[config.mk]
export PLATFORM = sky130hd
export DESIGN_NAME = iteration_palette_gradient_top
export DESIGN_NICKNAME = d
export VERILOG_FILES = /design/src/sv/ipg_pkg.sv /design/src/sv/iteration_palette_gradient_top.sv /design/src/sv/ipg_chan_div.sv
export SDC_FILE = /design/constraint.sdc
export NUM_CORES = 2
export LEC_CHECK = 0
export BUFFER_PORTS_ARGS = -buffer_cell sky130_fd_sc_hd__buf_2
export CAP_MARGIN = 15
export CORE_UTILIZATION = 50
export CTS_BUF_LIST = sky130_fd_sc_hd__clkbuf_4
export DETAILED_ROUTE_END_ITERATION = 8
export HOLD_SLACK_MARGIN = 0.06
export PLACE_DENSITY_LB_ADDON = 0.15
export SETUP_SLACK_MARGIN = 0.4
export SLEW_MARGIN = 20
export SYNTH_ARGS = -nofsm -noshare
export SYNTH_HDL_FRONTEND = slang
export SYNTH_HIERARCHICAL = 1
export SYNTH_SLANG_ARGS = --single-unit
[constraint.sdc]
create_clock -name clock -period 29.9 [get_ports clock]
set_input_delay 4.485 -clock clock [delete_from_list [all_inputs] [get_ports clock]]
set_output_delay 4.485 -clock clock [all_outputs]
set_load 0.01 [all_outputs]
[src/sv/ipg_pkg.sv]
package ipg_pkg;

   // Field widths
   localparam int CNT_W = 16;
   localparam int CH_W  = 8;
   localparam int CH_N  = 3;

   // Channel slots inside an rgb_type
   localparam int CH_RED   = 0;
   localparam int CH_GREEN = 1;
   localparam int CH_BLUE  = 2;

   // Palette geometry
   localparam int PAL_SIZE = 24;
   localparam int IDX_W    = $clog2(PAL_SIZE);
   localparam logic [IDX_W-1:0] PAL_LAST = IDX_W'(PAL_SIZE - 1);

   // n = count * (PAL_SIZE-1) and its quotient by the limit (below PAL_SIZE)
   localparam int Q_BITS = IDX_W;
   localparam int N_W    = CNT_W + IDX_W;

   // Interpolation numerator a*mx + (b-a)*r stays below 2^CH_W * mx
   localparam int NUM_W  = CH_W + CNT_W;
   localparam int PROD_W = NUM_W + 2;
   localparam int CD_BITS = CH_W;

   // Pipeline stage map
   localparam int ST_LOOKUP = Q_BITS + 1;
   localparam int ST_SUM    = ST_LOOKUP + 1;
   localparam int NS        = ST_SUM + 1 + CD_BITS;

   localparam logic [CNT_W-1:0] MAX_ITER_RESET = CNT_W'(256);

   typedef logic [CH_N-1:0][CH_W-1:0]  rgb_type;
   typedef logic [CH_N-1:0][NUM_W-1:0] num_vec_type;

   function automatic rgb_type mk_rgb(input logic [CH_W-1:0] r,
                                      input logic [CH_W-1:0] g,
                                      input logic [CH_W-1:0] b);
      rgb_type c;
      c[CH_RED]   = r;
      c[CH_GREEN] = g;
      c[CH_BLUE]  = b;
      return c;
   endfunction

   // Palette ROM; indices past the end read as the last entry (black)
   function automatic rgb_type pal_color(input logic [IDX_W-1:0] idx);
      rgb_type c;
      case (idx)
         5'd0:    c = mk_rgb(8'd8,   8'd10,  8'd25);
         5'd1:    c = mk_rgb(8'd15,  8'd20,  8'd45);
         5'd2:    c = mk_rgb(8'd25,  8'd35,  8'd70);
         5'd3:    c = mk_rgb(8'd35,  8'd55,  8'd100);
         5'd4:    c = mk_rgb(8'd50,  8'd80,  8'd130);
         5'd5:    c = mk_rgb(8'd70,  8'd105, 8'd160);
         5'd6:    c = mk_rgb(8'd95,  8'd130, 8'd185);
         5'd7:    c = mk_rgb(8'd120, 8'd155, 8'd205);
         5'd8:    c = mk_rgb(8'd145, 8'd180, 8'd220);
         5'd9:    c = mk_rgb(8'd170, 8'd200, 8'd230);
         5'd10:   c = mk_rgb(8'd190, 8'd215, 8'd235);
         5'd11:   c = mk_rgb(8'd210, 8'd225, 8'd230);
         5'd12:   c = mk_rgb(8'd235, 8'd210, 8'd180);
         5'd13:   c = mk_rgb(8'd245, 8'd180, 8'd130);
         5'd14:   c = mk_rgb(8'd250, 8'd145, 8'd90);
         5'd15:   c = mk_rgb(8'd250, 8'd110, 8'd60);
         5'd16:   c = mk_rgb(8'd245, 8'd80,  8'd45);
         5'd17:   c = mk_rgb(8'd235, 8'd55,  8'd40);
         5'd18:   c = mk_rgb(8'd210, 8'd40,  8'd40);
         5'd19:   c = mk_rgb(8'd170, 8'd30,  8'd45);
         5'd20:   c = mk_rgb(8'd120, 8'd22,  8'd42);
         5'd21:   c = mk_rgb(8'd70,  8'd15,  8'd35);
         5'd22:   c = mk_rgb(8'd30,  8'd8,   8'd25);
         default: c = mk_rgb(8'd0,   8'd0,   8'd0);
      endcase
      return c;
   endfunction

endpackage

[src/sv/iteration_palette_gradient_top.sv]
// Escape-time palette gradient: one iteration count in, one RGB color out.
// req_* carries iteration_count; rsp_* returns red, green and blue. Both
// channels use valid/ready and a transaction moves when both are high.
// csr_wr_en/csr_wr_data set the iteration limit (reset value 256); write it
// only while no transaction is in flight.
// Counts at or above the limit give black. Others are split by a five-stage
// restoring divider into palette index and remainder, the two neighboring
// entries are blended with two multipliers per channel, and each channel goes
// through an eight-stage divider by the limit.
// The pipeline has 16 register stages and takes one transaction per cycle
// while rsp_ready does not stall it.
// Every stage has a valid bit and holds only when the stage after it is
// full and held, so an rsp_ready low stalls the tail while bubbles ahead of
// it still fill; req_ready drops only when all stages are occupied.
// Synchronous reset empties the pipeline and restores the limit; no
// clearing pass is needed.
module iteration_palette_gradient_top import ipg_pkg::*; (
   input  logic             clock,
   input  logic             reset,
   input  logic             req_valid,
   output logic             req_ready,
   input  logic [CNT_W-1:0] req_iteration_count,
   output logic             rsp_valid,
   input  logic             rsp_ready,
   output logic [CH_W-1:0]  rsp_red,
   output logic [CH_W-1:0]  rsp_green,
   output logic [CH_W-1:0]  rsp_blue,
   input  logic             csr_wr_en,
   input  logic [CNT_W-1:0] csr_wr_data
);

   logic [CNT_W-1:0] max_iter_ff;

   logic [NS-1:0]    vld_ff;
   logic [NS-1:0]    vld_in;
   logic [NS-1:0]    stage_en;
   logic             interior_ff [0:NS-1];
   logic [CNT_W-1:0] mx_ff       [0:ST_SUM];

   logic [N_W-1:0]   qrem_ff [0:Q_BITS];
   logic [IDX_W-1:0] qquo_ff [0:Q_BITS];

   logic [CH_N-1:0][NUM_W-1:0]          pa_ff;
   logic signed [CH_N-1:0][PROD_W-1:0]  pd_ff;
   logic [CH_N-1:0][NUM_W-1:0]          pa_in;
   logic signed [CH_N-1:0][PROD_W-1:0]  pd_in;
   logic signed [CH_N-1:0][PROD_W-1:0]  sum_in;
   num_vec_type                         num_ff;
   num_vec_type                         num_in;
   rgb_type                             div_color;
   rgb_type                             rsp_color;

   // Limit register
   always_ff @(posedge clock) begin
      if (reset) begin
         max_iter_ff <= MAX_ITER_RESET;
      end else if (csr_wr_en) begin
         max_iter_ff <= csr_wr_data;
      end
   end

   // Stage enables: a stage loads when it is empty or its successor moves
   always_comb begin
      stage_en[NS-1] = !vld_ff[NS-1] || rsp_ready;
      for (int k = NS - 2; k >= 0; k--) begin
         stage_en[k] = !vld_ff[k] || stage_en[k+1];
      end
      for (int k = 0; k < NS; k++) begin
         if (stage_en[k]) begin
            vld_in[k] = (k == 0) ? req_valid : vld_ff[(k == 0) ? 0 : k - 1];
         end else begin
            vld_in[k] = vld_ff[k];
         end
      end
   end

   always_ff @(posedge clock) begin
      if (reset) begin
         vld_ff <= '0;
      end else begin
         vld_ff <= vld_in;
      end
   end

   assign req_ready = stage_en[0];

   // Interior flag follows the item down the whole pipeline
   always_ff @(posedge clock) begin
      if (stage_en[0]) begin
         interior_ff[0] <= (req_iteration_count >= max_iter_ff);
      end
      for (int k = 1; k < NS; k++) begin
         if (stage_en[k]) begin
            interior_ff[k] <= interior_ff[k-1];
         end
      end
   end

   // Limit travels with the item as far as the channel divider
   always_ff @(posedge clock) begin
      if (stage_en[0]) begin
         mx_ff[0] <= max_iter_ff;
      end
      for (int k = 1; k <= ST_SUM; k++) begin
         if (stage_en[k]) begin
            mx_ff[k] <= mx_ff[k-1];
         end
      end
   end

   // Stage 0: n = count * (PAL_SIZE - 1)
   always_ff @(posedge clock) begin
      if (stage_en[0]) begin
         qrem_ff[0] <= N_W'(req_iteration_count) * N_W'(PAL_LAST);
         qquo_ff[0] <= '0;
      end
   end

   // Stages 1..Q_BITS: palette index and remainder, one bit per stage
   for (genvar k = 1; k <= Q_BITS; k++) begin : g_qstep
      localparam int BIT = Q_BITS - k;

      logic [N_W:0]     trial;
      logic [N_W-1:0]   qrem_in;
      logic [IDX_W-1:0] qquo_in;

      always_comb begin
         trial   = {1'b0, qrem_ff[k-1]} - ((N_W + 1)'(mx_ff[k-1]) << BIT);
         qrem_in = qrem_ff[k-1];
         qquo_in = qquo_ff[k-1];
         if (!trial[N_W]) begin
            qrem_in      = trial[N_W-1:0];
            qquo_in[BIT] = 1'b1;
         end
      end

      always_ff @(posedge clock) begin
         if (stage_en[k]) begin
            qrem_ff[k] <= qrem_in;
            qquo_ff[k] <= qquo_in;
         end
      end
   end

   // Lookup stage: neighboring entries and the two products per channel
   always_comb begin
      logic [IDX_W:0]           idx_inc;
      logic [IDX_W-1:0]         idx_j;
      rgb_type                  col_a;
      rgb_type                  col_b;
      logic signed [CH_W:0]     delta;
      logic signed [CNT_W:0]    rem_s;
      idx_inc = {1'b0, qquo_ff[Q_BITS]} + (IDX_W + 1)'(1);
      idx_j   = (idx_inc < (IDX_W + 1)'(PAL_LAST)) ? idx_inc[IDX_W-1:0] : PAL_LAST;
      col_a   = pal_color(qquo_ff[Q_BITS]);
      col_b   = pal_color(idx_j);
      rem_s   = $signed({1'b0, qrem_ff[Q_BITS][CNT_W-1:0]});
      for (int ch = 0; ch < CH_N; ch++) begin
         delta     = $signed({1'b0, col_b[ch]}) - $signed({1'b0, col_a[ch]});
         pa_in[ch] = NUM_W'(col_a[ch]) * NUM_W'(mx_ff[Q_BITS]);
         pd_in[ch] = PROD_W'(delta) * PROD_W'(rem_s);
      end
   end

   always_ff @(posedge clock) begin
      if (stage_en[ST_LOOKUP]) begin
         pa_ff <= pa_in;
         pd_ff <= pd_in;
      end
   end

   // Sum stage: numerator a*mx + (b-a)*r, never negative
   always_comb begin
      for (int ch = 0; ch < CH_N; ch++) begin
         sum_in[ch] = $signed({2'b00, pa_ff[ch]}) + pd_ff[ch];
         num_in[ch] = sum_in[ch][NUM_W-1:0];
      end
   end

   always_ff @(posedge clock) begin
      if (stage_en[ST_SUM]) begin
         num_ff <= num_in;
      end
   end

   // Channel dividers: floor(numerator / mx)
   ipg_chan_div u_chan_div (
      .clock     (clock),
      .stage_en  (stage_en[NS-1:ST_SUM+1]),
      .num_in    (num_ff),
      .mx_in     (mx_ff[ST_SUM]),
      .color_out (div_color)
   );

   // Output: interior counts show the last palette entry
   assign rsp_color = interior_ff[NS-1] ? pal_color(PAL_LAST) : div_color;
   assign rsp_valid = vld_ff[NS-1];
   assign rsp_red   = rsp_color[CH_RED];
   assign rsp_green = rsp_color[CH_GREEN];
   assign rsp_blue  = rsp_color[CH_BLUE];

`ifndef SYNTHESIS
   // Index division leaves a valid palette index and a remainder below the limit
   a_qdiv_range: assert property (@(posedge clock) disable iff (reset)
      vld_ff[Q_BITS] && !interior_ff[Q_BITS] |->
         (qquo_ff[Q_BITS] < PAL_LAST) && (qrem_ff[Q_BITS] < N_W'(mx_ff[Q_BITS])))
      else $error("palette index division out of range");

   // Blend numerator is non-negative and fits the channel divider
   a_num_fits: assert property (@(posedge clock) disable iff (reset)
      vld_ff[ST_LOOKUP] && !interior_ff[ST_LOOKUP] |->
         (sum_in[CH_RED][PROD_W-1:NUM_W] == '0) &&
         (sum_in[CH_GREEN][PROD_W-1:NUM_W] == '0) &&
         (sum_in[CH_BLUE][PROD_W-1:NUM_W] == '0))
      else $error("blend numerator out of range");

   // Reset empties the pipeline
   a_reset_empty: assert property (@(posedge clock)
      reset |=> !rsp_valid)
      else $error("result valid right after reset");
`endif

endmodule

[src/sv/ipg_chan_div.sv]
// Pipelined restoring divider for the three color channels: one quotient
// bit per stage, numerator below 2^CD_BITS times the divisor.
module ipg_chan_div import ipg_pkg::*; (
   input  logic                clock,
   input  logic [CD_BITS-1:0]  stage_en,
   input  num_vec_type         num_in,
   input  logic [CNT_W-1:0]    mx_in,
   output rgb_type             color_out
);

   num_vec_type      rem_ff [0:CD_BITS-2];
   logic [CNT_W-1:0] mx_ff  [0:CD_BITS-2];
   rgb_type          quo_ff [0:CD_BITS-1];

   for (genvar s = 0; s < CD_BITS; s++) begin : g_step
      localparam int BIT = CD_BITS - 1 - s;

      num_vec_type      rem_src;
      rgb_type          quo_src;
      logic [CNT_W-1:0] mx_src;
      num_vec_type      rem_in;
      rgb_type          quo_in;

      if (s == 0) begin : g_first
         assign rem_src = num_in;
         assign quo_src = '0;
         assign mx_src  = mx_in;
      end else begin : g_next
         assign rem_src = rem_ff[s-1];
         assign quo_src = quo_ff[s-1];
         assign mx_src  = mx_ff[s-1];
      end

      // Trial subtract of the shifted divisor, per channel
      always_comb begin
         logic [NUM_W:0] trial;
         quo_in = quo_src;
         rem_in = rem_src;
         for (int ch = 0; ch < CH_N; ch++) begin
            trial = {1'b0, rem_src[ch]} - ((NUM_W + 1)'(mx_src) << BIT);
            if (!trial[NUM_W]) begin
               rem_in[ch]      = trial[NUM_W-1:0];
               quo_in[ch][BIT] = 1'b1;
            end
         end
      end

      always_ff @(posedge clock) begin
         if (stage_en[s]) begin
            quo_ff[s] <= quo_in;
         end
      end

      if (s < CD_BITS - 1) begin : g_carry
         always_ff @(posedge clock) begin
            if (stage_en[s]) begin
               rem_ff[s] <= rem_in;
               mx_ff[s]  <= mx_src;
            end
         end
      end
   end

   assign color_out = quo_ff[CD_BITS-1];

endmodule

==> metrics.md <==
| Metric | Value |
|---|---|
| EDFF count, synth | 1220 |
| R2R Setup Slk | 18.85 ns |
| CTS root buf | clkbuf_4 |
| Chip Width | 443 microns |
| Sink Count | about 1300 |
| Hold-fix buffers, CTS | 0 |
| Initial Util | roughly half |
| Largest cells by area after synthesis | edfxtp_1 38%, fa_1 12%, ha_1 12%, inv_1 3.8%, xnor2_1 3.3% |
| Yosys top cell area share | 37.6% |
| Max_slew headroom | 25.5% |
| Synth warnings | 6 |
| Slew @ Worst Pin | between 1 and 1.5 ns |
| Ys flop type | edfxtp_1 |
| Boundary pin count | 63 |
| Max-Cap Viols | 0 |
| Core area | 193000 sq um |
| Critical Path RT | 25.42 ns |
| Share of cells above drive strength 1 | 9.51% |
| # rows | 161 |
| Fmax | 75.6 MHz |
| CTS tree | built |
| Startpoint types | input port |
| Post-CTS Setup Bufs | 0 |
| Post-Syn Area | 97400 sq um |
| RR Startpoint | qquo_ff[5][1]$_DFFE_PP_ |
| Worst clock skew | 0.104 ns |
| DR DRC count | 0 |
| Most frequent cells in the layout | 1220 x edfxtp_1, 982 x inv_1, 954 x ha_1, 751 x nand2_1, 607 x fa_1 |
| Initial antenna violation count | 16 |
| Vias in the first global route | 70200 |
| Crit-path slowest cell | nor2_1 |
| Final hold violations | 0 |
| CTS HTree Levels | 5 |
| Async SR Flop Fraction | 0% |
| Overflow after GRT | 0 |
| Post-DP HPWL | 186 mm |
| Sum Neg Setup Slack | 0 ns |
| Buffers & Inverters on Critical Path | 6 |
| Cell variety after synth | around 110 |
| CP Launch Point | rsp_ready |
| Min-delay worst type | flip-flop to flip-flop |
| # setup viols final | 0 |
| Die area | 197000 sq um |
| Instance count on the critical path | 14 |
| Drt wl/cell | 19.5 microns |
| Later-pin clock latency in the skew report | 1.30 ns |
| Synthesized flop and latch total | 1252 |
| Crit path DAT | 8.74 ns |
| First-pass GRT wire length | 380 mm |
| Reg-to-reg endpoint | pd_ff[23]$_DFFE_PP_ |
| Hold Startpoint | u_chan_div/rem_ff[4][1]$_DFFE_PP_ |
| Remaining antenna violation count after routing | 0 |
| RSZ-0062 raised after global routing | false |
| Die H | 443 microns |
| WHS Path Cells | 0 |
| First-pass DRT Iterations | 6 |
| Final nets | 11200 |
| Mean Syn Cell Area | 10.5 sq um |
| Crit path capture | req_ready |
| Outcome | finished clean |
| Port bufs | 62 |
| Via count | 68800 |
| Worst setup EP type | primary output |
| Max Root-Sink Buffers | 4 |
| Fin crit share | approximately 44% |
| Fillers | 17100 |
| Post-synthesis cell count | 9262 |
| Worst-path cell chain | buf_2 > and2b_1 > inv_1 > nor2_1 > and2_1 > nand4_1 > buf_4 > nor2_1 > nand4_1 > buf_4 > nor2_1 > nand3_2 > buf_4 > buf_2 |
| Minimum clock period after layout | 13.23 ns |
| CP top delay family | simple AND/OR/NAND/NOR gates |
| Syn Nets | 10900 |
| Slowest stage delay, CP | approximately 0.57 ns |
| Final Core Density | 54.5% |
| Sequential fraction of the synthesis area | around two fifths |
| Crit Path Category | input port to primary output |
| Pin count of the biggest net entering global routing | 73 |
| Vias per inst | 5.59 |
| Clock Pin Slew Worst Setup and Hold Paths | about 0.06 ns |
| Most common cell after layout, fill and taps aside | edfxtp_1 |
| CTS buffer count | 351 |
| Post-synth top area cell | edfxtp_1 |
| GP Congestion | 0.927 |
| GRT Util Overall | 24.4% |
| Max FO, Critical Path | 43 |
| Detailed Route WL | 240 mm |
| Area growth from synthesis to layout | 8.02% |
| Starting DRC count in detailed routing | about 4300 |
| Worst Reg-to-Reg Cells | 42 |
| Cts repair resizes | 0 |
| Fin. max-slew vios | 0 |
## per-stage QoR
step | cell area (sq um) | setup WS, ns | hold slack [ns] | cells
floorplan | 97400 | 13.01 | 0.400 | 9262
global placement | 101000 | 16.76 | 0.400 | 11700
detailed placement | 101000 | 16.59 | 0.405 | 11700
CTS | 105000 | 16.60 | 0.372 | 12300
global route | 105000 | 16.21 | 0.396 | 12300
finish | 105000 | 16.67 | 0.379 | 12300
## synth_stat cells (31+ instances only)
cell type and count:
o21ai_1 37, nor4_1 31, nand3_1 118, xnor2_1 364
or3_1 54, nand4_1 34, nand2_1 754, o21ai_0 413
dfxtp_1 32, mux2_2 102, a21o_1 194, and2_1 356
nor2b_1 212, ha_1 954, nor3_1 123, edfxtp_1 1220
o31ai_1 39, clkbuf_1 208, o21a_1 117, and3_1 44
a211oi_1 75, o21bai_1 62, nor2_1 601, mux2i_1 36
xor2_1 193, a31oi_1 59, inv_1 986, a21oi_1 596
or2_2 32, nand2b_1 194, fa_1 607
## area by class of cell
cell class / instances / area (sq um) / area share, %
tap: 2526 / 3160 / 3.00
antenna: 9 / 22.5 / 0.0214
multi-input combinational: 6777 / 55600 / 52.9
inverter: 993 / 3740 / 3.55
clock inverter: 83 / 458 / 0.435
timing repair buffer: 178 / 1180 / 1.12
sequential: 1252 / 37300 / 35.4
clock buffer: 501 / 3760 / 3.57
## registers in the layout, indices dropped and copies added, names as in the netlist, 16 cells and up
register,count
pa_ff,72
mx_ff,128
u_chan_div/mx_ff,112
u_chan_div/quo_ff,108
pd_ff,72
max_iter_ff,16
u_chan_div/rem_ff,504
vld_ff,16
interior_ff,16
qrem_ff,121
num_ff,72
## worst min path at each step
stage / endpoint
after floorplan: interior_ff[0][1]$_DFFE_PP_
after global placement: u_chan_div/quo_ff[0][94]$_DFFE_PP_
after detailed placement: interior_ff[1][3]$_DFFE_PP_
after CTS: interior_ff[0][6]$_DFFE_PP_
after global routing: interior_ff[0][6]$_DFFE_PP_
final: u_chan_div/rem_ff[5][1]$_DFFE_PP_
## metal layers
metal	GRT usage [%]	vias up	routed length, microns	part of all wire (%)
li1	-	33000	-	-
met1	30.9	33700	103000	43
met2	41.4	1620	116000	48
met3	3.51	509	10600	4.4
met4	10.9	2	10500	4.4
met5	0	-	11	0.0046
## cells by family after synthesis
kind of cell / Yosys count / share of synthesized area, %
muxes: 171 / 1.98
and+or+nand+nor: 2625 / 13.2
xor gates and xnor gates: 557 / 5.01
adders and majority gates: 1561 / 24.7
buffers and inverters: 1233 / 4.81
DFF: 1252 / 38.3
AOI/OAI and AO/OA: 1863 / 12.0
Power is not shown: default switching activity piles up to over one toggle a cycle in this logic, so the estimate is an artifact.
